## src/rtl/vector3_normalize_assert.svh

```systemverilog
// assertion macros for the vector normalizer
`ifndef VECTOR3_NORMALIZE_ASSERT_SVH
`define VECTOR3_NORMALIZE_ASSERT_SVH

// same-cycle implication, checked outside reset
`define V3N_ASSERT_IMP(lbl, ante, cons, msg) \
  lbl: assert property (@(posedge clk_i) disable iff (!rst_ni) (ante) |-> (cons)) \
    else $error(msg);

// next-cycle implication, checked outside reset
`define V3N_ASSERT_NXT(lbl, ante, cons, msg) \
  lbl: assert property (@(posedge clk_i) disable iff (!rst_ni) (ante) |=> (cons)) \
    else $error(msg);

`endif

```

## src/rtl/v3n_pkg.sv

```systemverilog
// shared widths, latency figures and lane types of the vector normalizer
package v3n_pkg;

  // component and fraction widths
  localparam int IN_WIDTH  = 16;
  localparam int FRAC_BITS = 14;
  localparam int NUM_LANES = 3;

  // datapath widths
  localparam int MAG_W  = IN_WIDTH;
  localparam int SQ_W   = 2 * IN_WIDTH;
  localparam int SUM_W  = 2 * IN_WIDTH;
  localparam int ROOT_W = IN_WIDTH;
  localparam int DVD_W  = MAG_W + FRAC_BITS;
  localparam int QUO_W  = FRAC_BITS + 1;
  localparam int OUT_W  = FRAC_BITS + 2;

  // magnitude hold from the square stage until the root is ready
  localparam int ALIGN_DLY = ROOT_W + 2;
  // magnitude, square, sum, root stages, divider stages, output stage
  localparam int PIPE_LAT  = 4 + ROOT_W + QUO_W;

  // stream widths, padded to whole bytes
  localparam int S_TDATA_W = ((NUM_LANES * IN_WIDTH + 7) / 8) * 8;
  localparam int M_TDATA_W = ((NUM_LANES * OUT_W + 1 + 7) / 8) * 8;
  localparam int ZERO_BIT  = NUM_LANES * OUT_W;

  // side info that travels with each lane through the divider
  typedef struct packed {
    logic neg;
    logic zero;
  } lane_tag_t;

endpackage

```

## src/rtl/v3n_isqrt.sv

```systemverilog
// pipelined integer square root, one root bit per stage
module v3n_isqrt (
  input  logic                         clk_i,
  input  logic                         en_i,
  input  logic [v3n_pkg::SUM_W-1:0]    sum_i,
  output logic [v3n_pkg::ROOT_W-1:0]   root_o
);

  logic [v3n_pkg::SUM_W-1:0]  rem_q  [v3n_pkg::ROOT_W-1];
  logic [v3n_pkg::ROOT_W-1:0] root_q [v3n_pkg::ROOT_W];

  for (genvar s = 0; s < v3n_pkg::ROOT_W; s++) begin : g_stage
    localparam int B = v3n_pkg::ROOT_W - 1 - s;

    logic [v3n_pkg::SUM_W-1:0]  rem_in;
    logic [v3n_pkg::ROOT_W-1:0] rt_in;
    logic [v3n_pkg::SUM_W:0]    trial;
    logic                       take;

    // operands from the previous stage
    if (s == 0) begin : g_first
      assign rem_in = sum_i;
      assign rt_in  = '0;
    end else begin : g_next
      assign rem_in = rem_q[s-1];
      assign rt_in  = root_q[s-1];
    end

    // (root + 2^B)^2 - root^2 against the remainder
    always_comb begin
      trial = ((v3n_pkg::SUM_W + 1)'(rt_in) << (B + 1))
            | ((v3n_pkg::SUM_W + 1)'(1) << (2 * B));
      take  = ({1'b0, rem_in} >= trial);
    end

    always_ff @(posedge clk_i) begin
      if (en_i) begin
        root_q[s] <= take ? (rt_in | (v3n_pkg::ROOT_W'(1) << B)) : rt_in;
      end
    end

    // remainder is not needed after the last bit
    if (s < v3n_pkg::ROOT_W - 1) begin : g_rem
      always_ff @(posedge clk_i) begin
        if (en_i) begin
          rem_q[s] <= take ? (rem_in - trial[v3n_pkg::SUM_W-1:0]) : rem_in;
        end
      end
    end
  end

  assign root_o = root_q[v3n_pkg::ROOT_W-1];

endmodule

```

## config.mk

```make
export PLATFORM = sky130hd
export DESIGN_NAME = v3n_isqrt
export DESIGN_NICKNAME = d
export VERILOG_FILES = /design/src/rtl/vector3_normalize_assert.svh /design/src/rtl/v3n_pkg.sv /design/src/rtl/v3n_isqrt.sv
export SDC_FILE = /design/constraint.sdc
export NUM_CORES = 1
export LEC_CHECK = 0
export BUFFER_PORTS_ARGS = -buffer_cell sky130_fd_sc_hd__buf_2
export CAP_MARGIN = 20
export CORE_ASPECT_RATIO = 1.25
export CORE_MARGIN = 10
export CORE_UTILIZATION = 50
export DETAILED_ROUTE_END_ITERATION = 10
export GPL_ROUTABILITY_DRIVEN = 0
export PLACE_DENSITY_LB_ADDON = 0.3
export SYNTH_ARGS = -nofsm -noshare
export SYNTH_HDL_FRONTEND = slang
export SYNTH_SLANG_ARGS = --single-unit
```

## constraint.sdc

```tcl
create_clock -name clk_i -period 8.4 [get_ports clk_i]
set_clock_uncertainty 0.05 [all_clocks]
set_input_delay 0.84 -clock clk_i [delete_from_list [all_inputs] [get_ports clk_i]]
set_output_delay 0.84 -clock clk_i [all_outputs]
set_load 0.01 [all_outputs]
```

==> results by group <==
GRT
  • GRT Overall Usage: 16.6%
  • Grt ovf: 0
  • First-pass GRT wire length: 92.0 mm
  • Initial antenna violation count: 0
  • Vias in the first global route: 18700
  • Pin count of the biggest net entering global routing: ~210

Synthesis
  • Sequential share of the synthesized area: 63.4%
  • Async set or reset register ratio after synthesis: 0%
  • Synth Instances: roughly 2300
  • Area contributors post-synth: edfxtp_1 (63%), ha_1 (6.4%), xnor2_1 (3.3%)
  • Synth cell types: 71
  • Top_reg_cell synth: edfxtp_1
  • Post-synth EDFFs: 616
  • #FFs+latches synth: around 600
  • Syn_nets: 2444
  • Yosys top cell area share: 63.4%
  • Synthesized area per cell: 12.9 um2
  • Yosys Warn Count: 0
  • Yosys top cell by area: edfxtp_1
  • Synth Cell Area: ~0.029 mm2

Finish
  • Register area: 0.0185 mm2
  • # fillers: 4512
  • Diode count: 0
  • Multi-input gate area: about 0.0099 mm2
  • Commonest non-fill, non-tap cells in the layout: edfxtp_1 (616), inv_1 (170), nand2_1 (157)
  • Most common cell after layout, fill and taps aside: edfxtp_1
  • Fin nets: 2529
  • Final core occ: 56.1%
  • Synth-to-Final Area Change: 10.6%
  • Layout cell share with drive strength beyond 1: under 10%

Timing
  • RSZ-0062 raised after global routing: false
  • Period utilization: a little under half
  • Max Fclk: 0.258 GHz
  • Final Hold Viols: 0
  • Rel. slew slack: roughly 14%
  • Final Setup Violations: 0
  • Slew @ Worst Pin: 1.29 ns
  • Setup_tns: 0 ns
  • Min Tclk post-route: between 3 and 4 ns
  • Max-slew violations: 0

Place
  • HPWL Detailed: roughly 43 mm
  • IO buf count: 49

Clock tree
  • Clock Pin Slew Worst Setup and Hold Paths: 0.06 ns
  • Clock sinks: 616
  • CTS Buffer Depth: 3
  • Clk_lat worst skew: 0.66 ns
  • H-tree Lvls: 2
  • Clock buffer count from CTS: 59
  • Hold_buf cts: 0
  • Post_cts resized: 0
  • Post-CTS setup buffer count: 0
  • CTS root buffer: clkbuf_16
  • CTS tree: built

Floorplan
  • Row count: 98
  • Core Box Area: 0.0575 mm2
  • Initial Utilization: 50.7%
  • Die H: a little under 300 um
  • DIE AREA: 0.0684 mm2
  • # IOs: 50
  • Die Wd: about 240 um

Routing
  • Vias per cell: 5.68
  • DR WL/cell: 18.6 um
  • Routed Antenna Nets: 0
  • DR iter-0 viols: 1070
  • Post-Route WL: about 59 mm
  • Via count: 17900
  • Drt first pass iters: 6
  • Residual DRC: 0

Critical path
  • Reg2Reg Setup Slack: 4.53 ns
  • Required @ worst endpoint: 8.73 ns
  • Worst Path Arrival: 4.21 ns
  • Worst path max stage delay: 0.63 ns
  • Kind of end point of the critical path: flip-flop
  • Kind of critical path: flip-flop to flip-flop
  • Reg2reg start: root_q[1][93]
  • CP max stage cell: inv_1
  • Crit start category: flip-flop
  • Worst-path maximum fanout: 33
  • Cells along the critical path: inv_1, ha_1, a21oi_1, o21a_1, o21ai_0, o31ai_1, and2_1, inv_1, a21oi_1
  • Critical path origin: root_q[1][93]

Power
  • Total power: between 8 and 9 mW
  • Pleak: 12.1 nW
  • Max IR drop VDD: 213 uV
  • Pwr per Cell Area: between 200 and 300 mW/mm2

Hold path
  • Min-delay src: sum_i[23]
  • Hold WC Path Type: primary input to flip-flop

Flow run
  • Total of max-cap violations: 0

Outcome
  • Outcome: complete, no violations
-- metrics by stage --
step	cell area, um2	setup slack, ns	hold WS (ns)	std cells
finish	32200	4.53	0.321	3143
global route	32200	4.28	0.291	3143
CTS	32200	4.61	0.275	3142
detailed placement	30300	4.64	0.379	3033
global placement	30300	4.69	0.371	3032
floorplan	29200	5.59	0.367	2260
-- layout make-up --
class,instances,share of cell area [%]
multi-input combinational,1437,30.6
timing repair buffer,59,1.11
sequential,616,57.4
clock buffer,72,4.73
inverter,172,2.00
tap,750,2.91
clock inverter,37,1.21
-- critical path, delay by kind of cell, from the launching register on --
family,cells,cell delay (ns)
buf+inv,2,0.70
flops,1,0.41
compound gates,5,1.53
fa+ha+maj,1,0.36
simple gates,1,0.57
-- layer usage --
metal / track usage, % / part of all wire [%]
met5: 0 / 0
met4: 11.0 / 6.6
met3: 2.72 / 3.5
met2: 34.8 / 59
met1: 13.3 / 31
-- registers in the layout, summed over array words and instances, names as in the netlist --
register / flops
root_q: 136
rem_q: 480
-- worst paths after layout --
| path | endpoint | cells after the start |
|---|---|---|
| worst min-delay path | rem_q[0][23] | 1 |
| worst max register to register | rem_q[1][206] | 9 |
| worst min register to register | rem_q[0][116] | 0 |
| worst max-delay path | rem_q[1][206] | 9 |
-- report_power, final --
group / switching [mW] / leakage [nW] / internal [mW] / total [mW]
Clock: 1.14 / 0.912 / 1.46 / 2.60
Sequential: 0.287 / 5.90 / 3.89 / 4.18
Combinational: 0.813 / 5.26 / 0.607 / 1.42
-- synthesized netlist by cell type, types with 6 or more instances --
library cell,count
a211oi_1,12
a21boi_0,6
a21o_1,36
a21oi_1,122
a31oi_1,12
and2_1,9
and3_1,16
and4_1,6
buf_2,8
clkbuf_1,25
edfxtp_1,616
ha_1,150
inv_1,170
mux2_2,18
mux2i_1,6
nand2_1,157
nand2b_1,26
nand3_1,37
nand3b_1,9
nand4_1,31
nor2_1,121
nor2b_1,26
nor3_1,65
nor4_1,60
nor4b_1,25
o211ai_1,12
o21a_1,26
o21ai_0,121
o21bai_1,6
o31ai_1,10
or2_2,6
or3_1,22
or4_1,10
xnor2_1,111
xor2_1,93
-- cells by family (layout without fill, tap and decap cells) --
family                   after synthesis  count (layout)  share of synthesized area (%)
XOR/XNOR                             204             204                           6.13
flip-flops                           616             616                           63.4
adder cells (fa/ha/maj)              150             150                           6.44
AND/OR/NAND/NOR                      654             654                           11.9
AO/OA/AOI/OAI                        405             405                           8.43
multiplexers                          24              24                          0.901
buffers and inverters                207             340                           2.75
Note: power is estimated with default switching activity, not from simulation.
