<file path="src/rtl/vector3_normalize_assert.svh">
// assertion macros for the vector normalizer
`ifndef VECTOR3_NORMALIZE_ASSERT_SVH
`define VECTOR3_NORMALIZE_ASSERT_SVH

// same-cycle implication, checked outside reset
`define V3N_ASSERT_IMP(lbl, ante, cons, msg) \
  lbl: assert property (@(posedge clk_i) disable iff (!rst_ni) (ante) |-> (cons)) \
    else $error(msg);

// next-cycle implication, checked outside reset
`define V3N_ASSERT_NXT(lbl, ante, cons, msg) \
  lbl: assert property (@(posedge clk_i) disable iff (!rst_ni) (ante) |=> (cons)) \
    else $error(msg);

`endif

</file>
<file path="src/rtl/v3n_pkg.sv">
// shared widths, latency figures and lane types of the vector normalizer
package v3n_pkg;

  // component and fraction widths
  localparam int IN_WIDTH  = 16;
  localparam int FRAC_BITS = 14;
  localparam int NUM_LANES = 3;

  // datapath widths
  localparam int MAG_W  = IN_WIDTH;
  localparam int SQ_W   = 2 * IN_WIDTH;
  localparam int SUM_W  = 2 * IN_WIDTH;
  localparam int ROOT_W = IN_WIDTH;
  localparam int DVD_W  = MAG_W + FRAC_BITS;
  localparam int QUO_W  = FRAC_BITS + 1;
  localparam int OUT_W  = FRAC_BITS + 2;

  // magnitude hold from the square stage until the root is ready
  localparam int ALIGN_DLY = ROOT_W + 2;
  // magnitude, square, sum, root stages, divider stages, output stage
  localparam int PIPE_LAT  = 4 + ROOT_W + QUO_W;

  // stream widths, padded to whole bytes
  localparam int S_TDATA_W = ((NUM_LANES * IN_WIDTH + 7) / 8) * 8;
  localparam int M_TDATA_W = ((NUM_LANES * OUT_W + 1 + 7) / 8) * 8;
  localparam int ZERO_BIT  = NUM_LANES * OUT_W;

  // side info that travels with each lane through the divider
  typedef struct packed {
    logic neg;
    logic zero;
  } lane_tag_t;

endpackage

</file>
<file path="src/rtl/v3n_sq_lane.sv">
// front of one component lane: magnitude, square and magnitude hold
module v3n_sq_lane (
  input  logic                               clk_i,
  input  logic                               en_i,
  input  logic signed [v3n_pkg::IN_WIDTH-1:0] comp_i,
  output logic [v3n_pkg::SQ_W-1:0]           sq_o,
  output logic [v3n_pkg::MAG_W-1:0]          mag_o,
  output logic                               neg_o
);

  logic [v3n_pkg::MAG_W-1:0] mag_a_q;
  logic [v3n_pkg::MAG_W-1:0] mag_a_d;
  logic                      neg_a_q;
  logic [v3n_pkg::SQ_W-1:0]  sq_q;
  logic [v3n_pkg::MAG_W-1:0] mag_dly_q [v3n_pkg::ALIGN_DLY];
  logic                      neg_dly_q [v3n_pkg::ALIGN_DLY];

  // sign and magnitude, most negative value keeps its exact magnitude
  always_comb begin
    if (comp_i[v3n_pkg::IN_WIDTH-1]) begin
      mag_a_d = v3n_pkg::MAG_W'(~comp_i + 1'b1);
    end else begin
      mag_a_d = v3n_pkg::MAG_W'(comp_i);
    end
  end

  always_ff @(posedge clk_i) begin
    if (en_i) begin
      mag_a_q <= mag_a_d;
      neg_a_q <= comp_i[v3n_pkg::IN_WIDTH-1];
    end
  end

  // square stage
  always_ff @(posedge clk_i) begin
    if (en_i) begin
      sq_q <= v3n_pkg::SQ_W'(mag_a_q) * v3n_pkg::SQ_W'(mag_a_q);
    end
  end

  // hold magnitude and sign while the sum and root are formed
  always_ff @(posedge clk_i) begin
    if (en_i) begin
      mag_dly_q[0] <= mag_a_q;
      neg_dly_q[0] <= neg_a_q;
      for (int k = 1; k < v3n_pkg::ALIGN_DLY; k++) begin
        mag_dly_q[k] <= mag_dly_q[k-1];
        neg_dly_q[k] <= neg_dly_q[k-1];
      end
    end
  end

  assign sq_o  = sq_q;
  assign mag_o = mag_dly_q[v3n_pkg::ALIGN_DLY-1];
  assign neg_o = neg_dly_q[v3n_pkg::ALIGN_DLY-1];

endmodule

</file>
<file path="config.mk">
export PLATFORM = sky130hd
export DESIGN_NAME = v3n_sq_lane
export DESIGN_NICKNAME = d
export VERILOG_FILES = /design/src/rtl/vector3_normalize_assert.svh /design/src/rtl/v3n_pkg.sv /design/src/rtl/v3n_sq_lane.sv
export SDC_FILE = /design/constraint.sdc
export NUM_CORES = 1
export LEC_CHECK = 0
export ABC_CLOCK_PERIOD_IN_PS = 5700
export BUFFER_PORTS_ARGS = -buffer_cell sky130_fd_sc_hd__buf_2
export CORE_MARGIN = 4
export CORE_UTILIZATION = 40
export CTS_BUF_LIST = sky130_fd_sc_hd__clkbuf_2 sky130_fd_sc_hd__clkbuf_4 sky130_fd_sc_hd__clkbuf_8
export CTS_CLUSTER_SIZE = 24
export DETAILED_ROUTE_END_ITERATION = 10
export GPL_TIMING_DRIVEN = 0
export PLACE_DENSITY = 0.61
export SYNTH_ARGS = -nofsm -noshare
export SYNTH_HDL_FRONTEND = slang
export SYNTH_SLANG_ARGS = --single-unit
</file>
<file path="constraint.sdc">
create_clock -name clk_i -period 5.7 [get_ports clk_i]
set_clock_uncertainty 0.1 [all_clocks]
set_input_delay 1.14 -clock clk_i [delete_from_list [all_inputs] [get_ports clk_i]]
set_output_delay 1.14 -clock clk_i [all_outputs]
set_load 0.1 [all_outputs]
</file>
==> results.toml, run 1 <==
[run_status]
outcome = "finished with violations"
violations = "setup timing"

[logic_synthesis]
ys.warnings.count = 0
netlist_area_um2 = 18400
synth-main-ff-cell = "edfxtp_1"
synth_compound_area_share_pct = 3.88
synth_mux_area_share_pct = 0.0612
ys_async_sr_fraction_pct = 0
yosys.area_share.simple_pct = 5.70
synth_top_family_by_area = "adder cells"
netlist_instances = 1274
syn-mean-instance-area_um2 = 14.4
synth-xor-area-share_pct = 2.33
synth-edff-count = 353
synthAdderAreaFrac_pct = 24.5
synth_cell_types = 57
synth_seq_cells = 353
synthesis.nets = 1555
ys_seq_area_share_pct = 57.6

[drt]
via_count = 10000
firstDrtPassIters = 5
drt_iter0_markers = 487
antenna_left = 0
post_drt_via_cell_ratio = 4.73
routed_wl_um = 34300
drc = 0
wl_per_cell_um = 16.2

[global_routing]
grt_max_degree = 132
use_met1_pct = 18.5
grt_antenna_before_repair = 0
use_met2_pct = 23.6
grt_util_met3_pct = 3.40
grt_pass1_wl_um = 56200
top_usage_layer = "met2"
grt_pass1_vias = 10900
grtUsageTotal_pct = 14.3
overflow = 0

[place]
io_buffers = 65
place_ws_ns = -1.24
dpl.hpwl_um = 22900
gp_congestion = 0.847

[critical_path]
worstPathArrival_ns = 6.19
crit_type = "flop to flop"
max_stage_delay_ns = 0.54
cpMostUsedCell = "fa_1"
cp_num_cells = 21
cp-end-kind = "flop"
critPathSlowestCell = "fa_1"
crit_start = "mag_a_q[3]"
rr_startpoint = "mag_a_q[3]"
cp_top_family = "adder cells"
endpoint = "sq_o[21]"
rr_worst_depth = 21
cp_cell_sequence = "clkbuf_8 -> buf_12 -> and2_4 -> fa_1 -> inv_2 -> fa_1 -> inv_1 -> fa_2 -> fa_1 -> fa_1 -> inv_2 -> fa_1 -> inv_2 -> ha_4 -> buf_4 -> a21oi_4 -> nand2_1 -> a31o_4 -> a31oi_4 -> o21bai_1 -> xor2_1"
start_kind = "flop"
cp_num_buf_inv = 7
r2r_setup_slack_ns = -0.22
crit_path_max_fanout = 4
worstPathRequired_ns = 5.97
r2r_end = "sq_o[21]"

[clock_network]
clockBufferDepth = 3
cts-root-buf = "clkbuf_8"
htreeDepth = 2
cts_buffers = 59
worstSkewPairLatency_ns = 0.66
path_clk_slew_ns = 0.06
cts.sinks = 353
cts_hold_buf = 0
tritoncts = "built"

[floorplan]
io_pins = 67
coreArea_um2 = 45500
rows = 78
die_y_um = 223
die-area_um2 = 49500
fp.dieW_um = 223
initial_core_util_pct = 40.5

[flow_run]
drv_cap = 0

[sta]
finalWorstSetupSlack_ns = -0.219
finalMaxSlewViolations = 0
slew_headroom_pct = 36.8
fmax_ghz = 0.169
fin_crit_sh_pct = 104
finalHoldViolCount = 0
worst_pin_slew_ns = 0.948
setup_viol = 13
rsz0062_at_grt = "true"
finalCriticalPeriod_ns = 5.92

[layout]
fill_cells = 4049
final_common_cell = "edfxtp_1"
nets = 1758
drive_gt1_share_pct = 24.4
area_growth_pct = 20.1
final_cell_mix = "edfxtp_1, inv_1, fa_1"

[hold_path]
hp-class = "flop to flop"
min_from = "neg_dly_q[10]"
==> cells in the mapped netlist (3+ instances only) <==
library cell,n,area [um2]
edfxtp_1,353,10600
nand2b_1,6,37.5
xor2_1,12,105
nor2b_1,4,25.0
o21bai_1,6,45.0
o21ai_0,14,70.1
inv_1,261,980
o21ai_1,8,40.0
o31ai_1,3,22.5
and3_1,6,37.5
nand2_1,99,372
a221oi_1,3,26.3
fa_1,162,3240
xnor2_1,37,324
nand3_1,9,45.0
ha_1,101,1260
a21o_1,10,75.1
o211ai_1,4,30.0
clkbuf_1,25,93.8
a31o_2,3,26.3
and2_1,34,213
a21oi_1,31,155
a31oi_1,3,18.8
nor2_1,30,113
nor3_1,6,30.0
==> worst reg2reg max path: cells and delay by family, from the launching register on <==
family,cells,cell delay [ns]
simple gates,2,0.25
xor+xnor,1,0.17
fa+ha+maj,7,3.28
flops,1,0.44
buf+inv,7,0.65
compound gates,4,0.78
==> layout make-up <==
type / instances / area [um2] / share of cell area [%]
diodes: 1 / 2.50 / 0.0113
plain buffers: 21 / 225 / 1.02
clock buffers: 80 / 970 / 4.39
clock inverters: 27 / 219 / 0.991
inverters: 261 / 993 / 4.49
multi-input cells: 632 / 7240 / 32.8
flip-flops and latches: 353 / 10600 / 48.0
well taps: 600 / 751 / 3.40
repair buffers: 149 / 1100 / 4.99
==> through the flow <==
stage / util [%] / TNS [ns] / hold WS [ns] / cell area [um2] / instances
4_1_cts: 48.1 / -0.574 / 0.279 / 21900 / 2112
3_3_place_gp: 42.9 / -547.87 / 0.300 / 19500 / 1939
3_5_place_dp: 43.1 / -16.89 / 0.305 / 19600 / 1941
5_1_grt: 48.6 / -4.66 / 0.283 / 22100 / 2123
2_1_floorplan: - / -0.0263 / 0.300 / 18500 / 1274
6_report: 48.6 / -1.73 / 0.294 / 22100 / 2124
==> state kept, by name (all words and copies together) (netlist names) <==
signal     count
sq_o          31
mag_a_q       16
mag_dly_q    287
neg_dly_q     18
neg_a_q        1
==> timing repair <==
item	4_1_cts	5_1_grt
endpoints found under the setup margin	22	17
setup buffers	68	12
pin swaps	57	27
gates cloned	2	0
resized for setup	139	44
==> worst min path at each step <==
stage / end / depth (start not counted)
final: neg_dly_q[11] / 0
after global routing: mag_dly_q[10][12] / 0
after CTS: neg_dly_q[11] / 0
after detailed placement: mag_dly_q[10][12] / 0
after global placement: mag_dly_q[7][3] / 0
after floorplan: mag_dly_q[10][0] / 0
==> cells by family (layout without fill, tap and decap cells) <==
group	Yosys count	in the layout
other	1	2
multiplexers	1	1
AO/OA/AOI/OAI	105	105
buffers and inverters	289	538
XOR/XNOR	49	49
adder cells (fa/ha/maj)	263	263
flip-flops	353	353
AND/OR/NAND/NOR	213	213
==> metal layers <==
| metal | part of all wire (%) | routed length (um) |
|---|---|---|
| met2 | 48 | 16600 |
| met1 | 43 | 14700 |
| met4 | 3.4 | 1160 |
| met3 | 5.4 | 1850 |
| met5 | 0 | 0 |
Power of run 1 is not shown: default switching activity piles up to over one toggle a cycle in this logic, so the estimate is an artifact.
==> run 2: changes to the inputs <==
Settings changed: CELL_PAD_IN_SITES_DETAIL_PLACEMENT set to 1, CELL_PAD_IN_SITES_GLOBAL_PLACEMENT set to 1, PLACE_DENSITY 0.61 to 0.69.
==> results.toml, run 2 (same netlist as run 1, synthesis figures left out) <==
[floorplan]
fp.dieW_um = 223
coreArea_um2 = 45500
rows = 78
die-area_um2 = 49500
io_pins = 67
initial_core_util_pct = 40.5
die_y_um = 223

[sta]
finalHoldViolCount = 0
finalMaxSlewViolations = 0
rsz0062_at_grt = "true"
slew_headroom_pct = 46.8
fin_crit_sh_pct = 104
finalCriticalPeriod_ns = 5.92
worst_pin_slew_ns = 0.798
setup_viol = 15
fmax_ghz = 0.169
finalWorstSetupSlack_ns = -0.219

[run_status]
violations = "setup timing"
outcome = "finished with violations"

[drt]
via_count = 10100
wl_per_cell_um = 17.6
firstDrtPassIters = 5
routed_wl_um = 37100
post_drt_via_cell_ratio = 4.77
drt_iter0_markers = 596
antenna_left = 0
drc = 0

[critical_path]
worstPathArrival_ns = 6.31
start_kind = "flop"
worstPathRequired_ns = 6.09
cp-end-kind = "flop"
crit_type = "flop to flop"
r2r_setup_slack_ns = -0.22
crit_path_max_fanout = 7

[global_routing]
overflow = 0
grt_antenna_before_repair = 0
grtUsageTotal_pct = 15.3
grt_pass1_wl_um = 59600
grt_pass1_vias = 11100
grt_max_degree = 103

[clock_network]
worstSkewPairLatency_ns = 0.66
tritoncts = "built"
cts.sinks = 353
path_clk_slew_ns = 0.06
cts-root-buf = "clkbuf_8"
cts_buffers = 56
clockBufferDepth = 3
htreeDepth = 2
cts_hold_buf = 0

[hold_path]
hp-class = "flop to flop"

[flow_run]
drv_cap = 0

[place]
place_ws_ns = -1.32
dpl.hpwl_um = 25500
gp_congestion = 0.823
place_inst = 1942
io_buffers = 65
place_area_um2 = 19600

[layout]
area_growth_pct = 19.7
instances_no_fill = 2110
fill_cells = 4583
num_antenna_cells = 0
largest_register_ffs = 287
nets = 1747
final_cell_mix = "edfxtp_1, inv_1, fa_1"
drive_gt1_share_pct = 23.5
final_area_um2 = 22000
final_common_cell = "edfxtp_1"
largest_register = "mag_dly_q"
[run 2: what timing repair did]
| action | 4_1_cts | 5_1_grt |
|---|---|---|
| setup endpoints to repair | 23 | 18 |
| setup buffers | 59 | 9 |
| resized for setup | 140 | 38 |
| cloned | 4 | 0 |
| pin swaps | 48 | 19 |
[run 2: routing by layer]
layer / routed length (um) / part of all wire (%) / global-route usage, %
met1: 15300 / 41 / 20.1
met2: 18600 / 50 / 25.5
met3: 1990 / 5.4 / 3.41
met4: 1150 / 3.1 / 4.93
met5: 0 / 0 / 0
[run 2: worst paths after layout]
kind / from / to / depth (start not counted)
max reg2reg: mag_a_q[2] / sq_o[30] / 23
min: mag_dly_q[9][6] / mag_dly_q[10][6] / 0
min reg2reg: mag_dly_q[9][6] / mag_dly_q[10][6] / 0
max: mag_a_q[2] / sq_o[30] / 23
[run 2: worst max-delay path: stages (launching register included)]
cell and delay [ns]:
edfxtp_1 0.52, buf_8 0.21, nand2_4 0.06, inv_2 0.04, fa_1 0.53, inv_1 0.06, fa_1 0.51, inv_2 0.04
fa_1 0.48, inv_1 0.05, fa_1 0.47, inv_1 0.05, fa_1 0.47, inv_1 0.05, fa_1 0.49, inv_2 0.05
ha_4 0.26, a21oi_4 0.20, o211ai_1 0.15, a21oi_2 0.23, o41ai_4 0.11, buf_6 0.15, a2111oi_2 0.34, nand3b_1 0.16
[run 2: per-stage QoR]
step                setup TNS, ns  util (%)  hold slack (ns)
finish                      -1.61      48.4            0.300
global route                -4.70      48.4            0.292
CTS                         -1.20      48.0            0.287
detailed placement         -19.41      43.2            0.305
global placement          -576.40      42.9            0.300
floorplan                 -0.0263         -            0.300
[run 2: area by class of cell]
type	instances	area (um2)	share of cell area, %
Buffer	22	253	1.15
Sequential cell	353	10600	48.1
Clock inverter	34	288	1.31
Inverter	261	983	4.46
Timing Repair Buffer	140	1060	4.82
Multi-Input combinational cell	632	7230	32.8
Tap cell	600	751	3.41
Clock buffer	68	861	3.91
Power of run 2 is left out for the same reason.
==> run 3: changes to the inputs <==
Settings changed: ABC_AREA set to 1, PLACE_DENSITY 0.69 to 0.7.
==> results.toml, run 3 <==
[run_status]
outcome = "complete, no violations"

[critical_path]
worstPathArrival_ns = 5.92
crit_type = "flop to flop"
endpoint = "sq_o[15]"
cp-end-kind = "flop"
rr_worst_depth = 20
r2r_setup_slack_ns = 0.07
rr_startpoint = "mag_a_q[1]"
r2r_end = "sq_o[15]"
worstPathRequired_ns = 5.99
start_kind = "flop"
crit_start = "mag_a_q[1]"
crit_path_max_fanout = 8

[sta]
slew_headroom_pct = 59.2
worst_pin_slew_ns = 0.612
rsz0062_at_grt = "true"
finalHoldViolCount = 0
fin_crit_sh_pct = 98.8
setup_viol = 0
fmax_ghz = 0.178
finalCriticalPeriod_ns = 5.63
finalMaxSlewViolations = 0

[place]
dpl.hpwl_um = 29200
gp_congestion = 0.873
place_inst = 2240
io_buffers = 65

[logic_synthesis]
synth_cell_types = 29
syn-mean-instance-area_um2 = 12.2
ys_async_sr_fraction_pct = 0
synth-main-ff-cell = "edfxtp_1"
yosysMostFrequentCell = "inv_1"
ys_seq_area_share_pct = 55.5
synth_area_leaders = "edfxtp_1, fa_1, inv_1"
netlist_area_um2 = 19100
ys.warnings.count = 0
synthesis.nets = 1846
netlist_instances = 1565
synth-edff-count = 353
synth_commonest_cells = "inv_1, edfxtp_1, nand2_1"
synth_top_area_share_pct = 55.5
synth_area_leader_cell = "edfxtp_1"
synth_seq_cells = 353

[layout]
largest_register_ffs = 287
largest_register = "mag_dly_q"
final_common_cell = "inv_1"
instances_no_fill = 2373
area_growth_pct = 16.8
final_cell_mix = "inv_1, edfxtp_1, nand2_1"
drive_gt1_share_pct = 19.9
nets = 2002

[drt]
firstDrtPassIters = 4
drc = 0
via_count = 11000
post_drt_via_cell_ratio = 4.64
drt_iter0_markers = 545
wl_per_cell_um = 16.7
routed_wl_um = 39700
antenna_left = 0

[clock_network]
worstSkewPairLatency_ns = 0.64
cts-root-buf = "clkbuf_8"
clockBufferDepth = 3
cts_hold_buf = 0
path_clk_slew_ns = 0.06
cts.sinks = 353
tritoncts = "built"
cts_buffers = 55
htreeDepth = 2

[hold_path]
hp-class = "flop to flop"
whs_path_depth = 0

[floorplan]
initial_core_util_pct = 40.8
io_pins = 67
coreArea_um2 = 46900
die_y_um = 227
rows = 79
fp.dieW_um = 227
die-area_um2 = 51300

[global_routing]
overflow = 0
grt_pass1_vias = 12400
grt_antenna_before_repair = 0
grt_max_degree = 115
grtUsageTotal_pct = 16.3
grt_pass1_wl_um = 64600

[flow_run]
drv_cap = 0
-- run 3: changes by cell type in the layout (fill, tap and decap cells not counted), moves of 7 or more --
cell     previous run  this run
nor2_2              4        12
nand3_1             9        28
and2_1             30         0
xor2_1             12        34
inv_1             249       380
a21o_1             10         1
xnor2_1            37         4
inv_2              11        19
buf_4              58        40
nand2_2             7        45
nand2_1            88       287
o21ai_2             7         0
nor2_1             22        29
nand3_4             0         7
-- run 3: worst min-delay path by stage --
stage                      startpoint                end  slack, ns
global route          mag_dly_q[6][4]    mag_dly_q[7][4]       0.29
finish                mag_dly_q[6][4]    mag_dly_q[7][4]       0.29
CTS                   mag_dly_q[6][4]    mag_dly_q[7][4]       0.29
global placement      mag_dly_q[2][0]    mag_dly_q[3][0]       0.30
detailed placement  mag_dly_q[13][15]  mag_dly_q[14][15]       0.31
floorplan             mag_dly_q[9][0]   mag_dly_q[10][0]       0.30
-- run 3: routing by layer --
metal,vias to the layer above,wire length (um),GRT usage [%]
li1,5191,-,-
met1,5582,16800,20.5
met2,165,20200,28.7
met3,74,1690,3.15
met4,0,1110,4.95
met5,-,0,0
-- run 3: metrics by stage --
step | instance area [um2] | utilization, % | setup TNS [ns] | setup slack, ns | hold slack [ns]
2_1_floorplan | 19100 | - | 0 | 0.205 | 0.300
3_3_place_gp | 20200 | 43.1 | -538.03 | -1.51 | 0.300
3_5_place_dp | 20300 | 43.3 | -20.21 | -1.05 | 0.305
4_1_cts | 22000 | 47.0 | -0.00951 | -0.00951 | 0.290
5_1_grt | 22300 | 47.6 | -1.61 | -0.154 | 0.295
6_report | 22300 | 47.6 | 0 | 0.0676 | 0.292
-- run 3: logic make-up after synthesis --
| logic type | after synthesis | synth area share (%) |
|---|---|---|
| DFF | 353 | 55.5 |
| adders and majority gates | 263 | 23.6 |
| other | 1 | 0.0196 |
| buffers and inverters | 432 | 8.57 |
| xor gates and xnor gates | 39 | 1.79 |
| AOI/OAI and AO/OA | 29 | 0.831 |
| and+or+nand+nor | 448 | 9.74 |
-- run 3: worst max-delay path, cell delays in order (launching register included) --
cell	delay [ns]
edfxtp_1	0.53
buf_4	0.27
nand2_1	0.13
fa_1	0.53
fa_1	0.56
inv_1	0.06
fa_2	0.54
fa_1	0.46
fa_1	0.51
inv_1	0.05
fa_1	0.48
inv_1	0.06
ha_4	0.25
nand2_4	0.11
inv_2	0.03
nand2_1	0.07
nand3_2	0.10
inv_2	0.08
nand3_4	0.12
buf_4	0.17
xor2_1	0.14
-- run 3: what timing repair did --
item,4_1_cts,5_1_grt
pin swaps,27,43
setup buffers,27,13
gates resized for setup,121,71
endpoints found under the setup margin,24,21
-- run 3: final cells by class --
| cell class | instances | area (um2) |
|---|---|---|
| multi-input cells | 780 | 7340 |
| flip-flops and latches | 353 | 10600 |
| clock inverters | 33 | 277 |
| inverters | 399 | 1500 |
| plain buffers | 24 | 248 |
| fillers | 4960 | 24500 |
| repair buffers | 108 | 746 |
| clock buffers | 68 | 855 |
| diodes | 1 | 2.50 |
| well taps | 607 | 759 |
Power of run 3 is left out for the same reason.
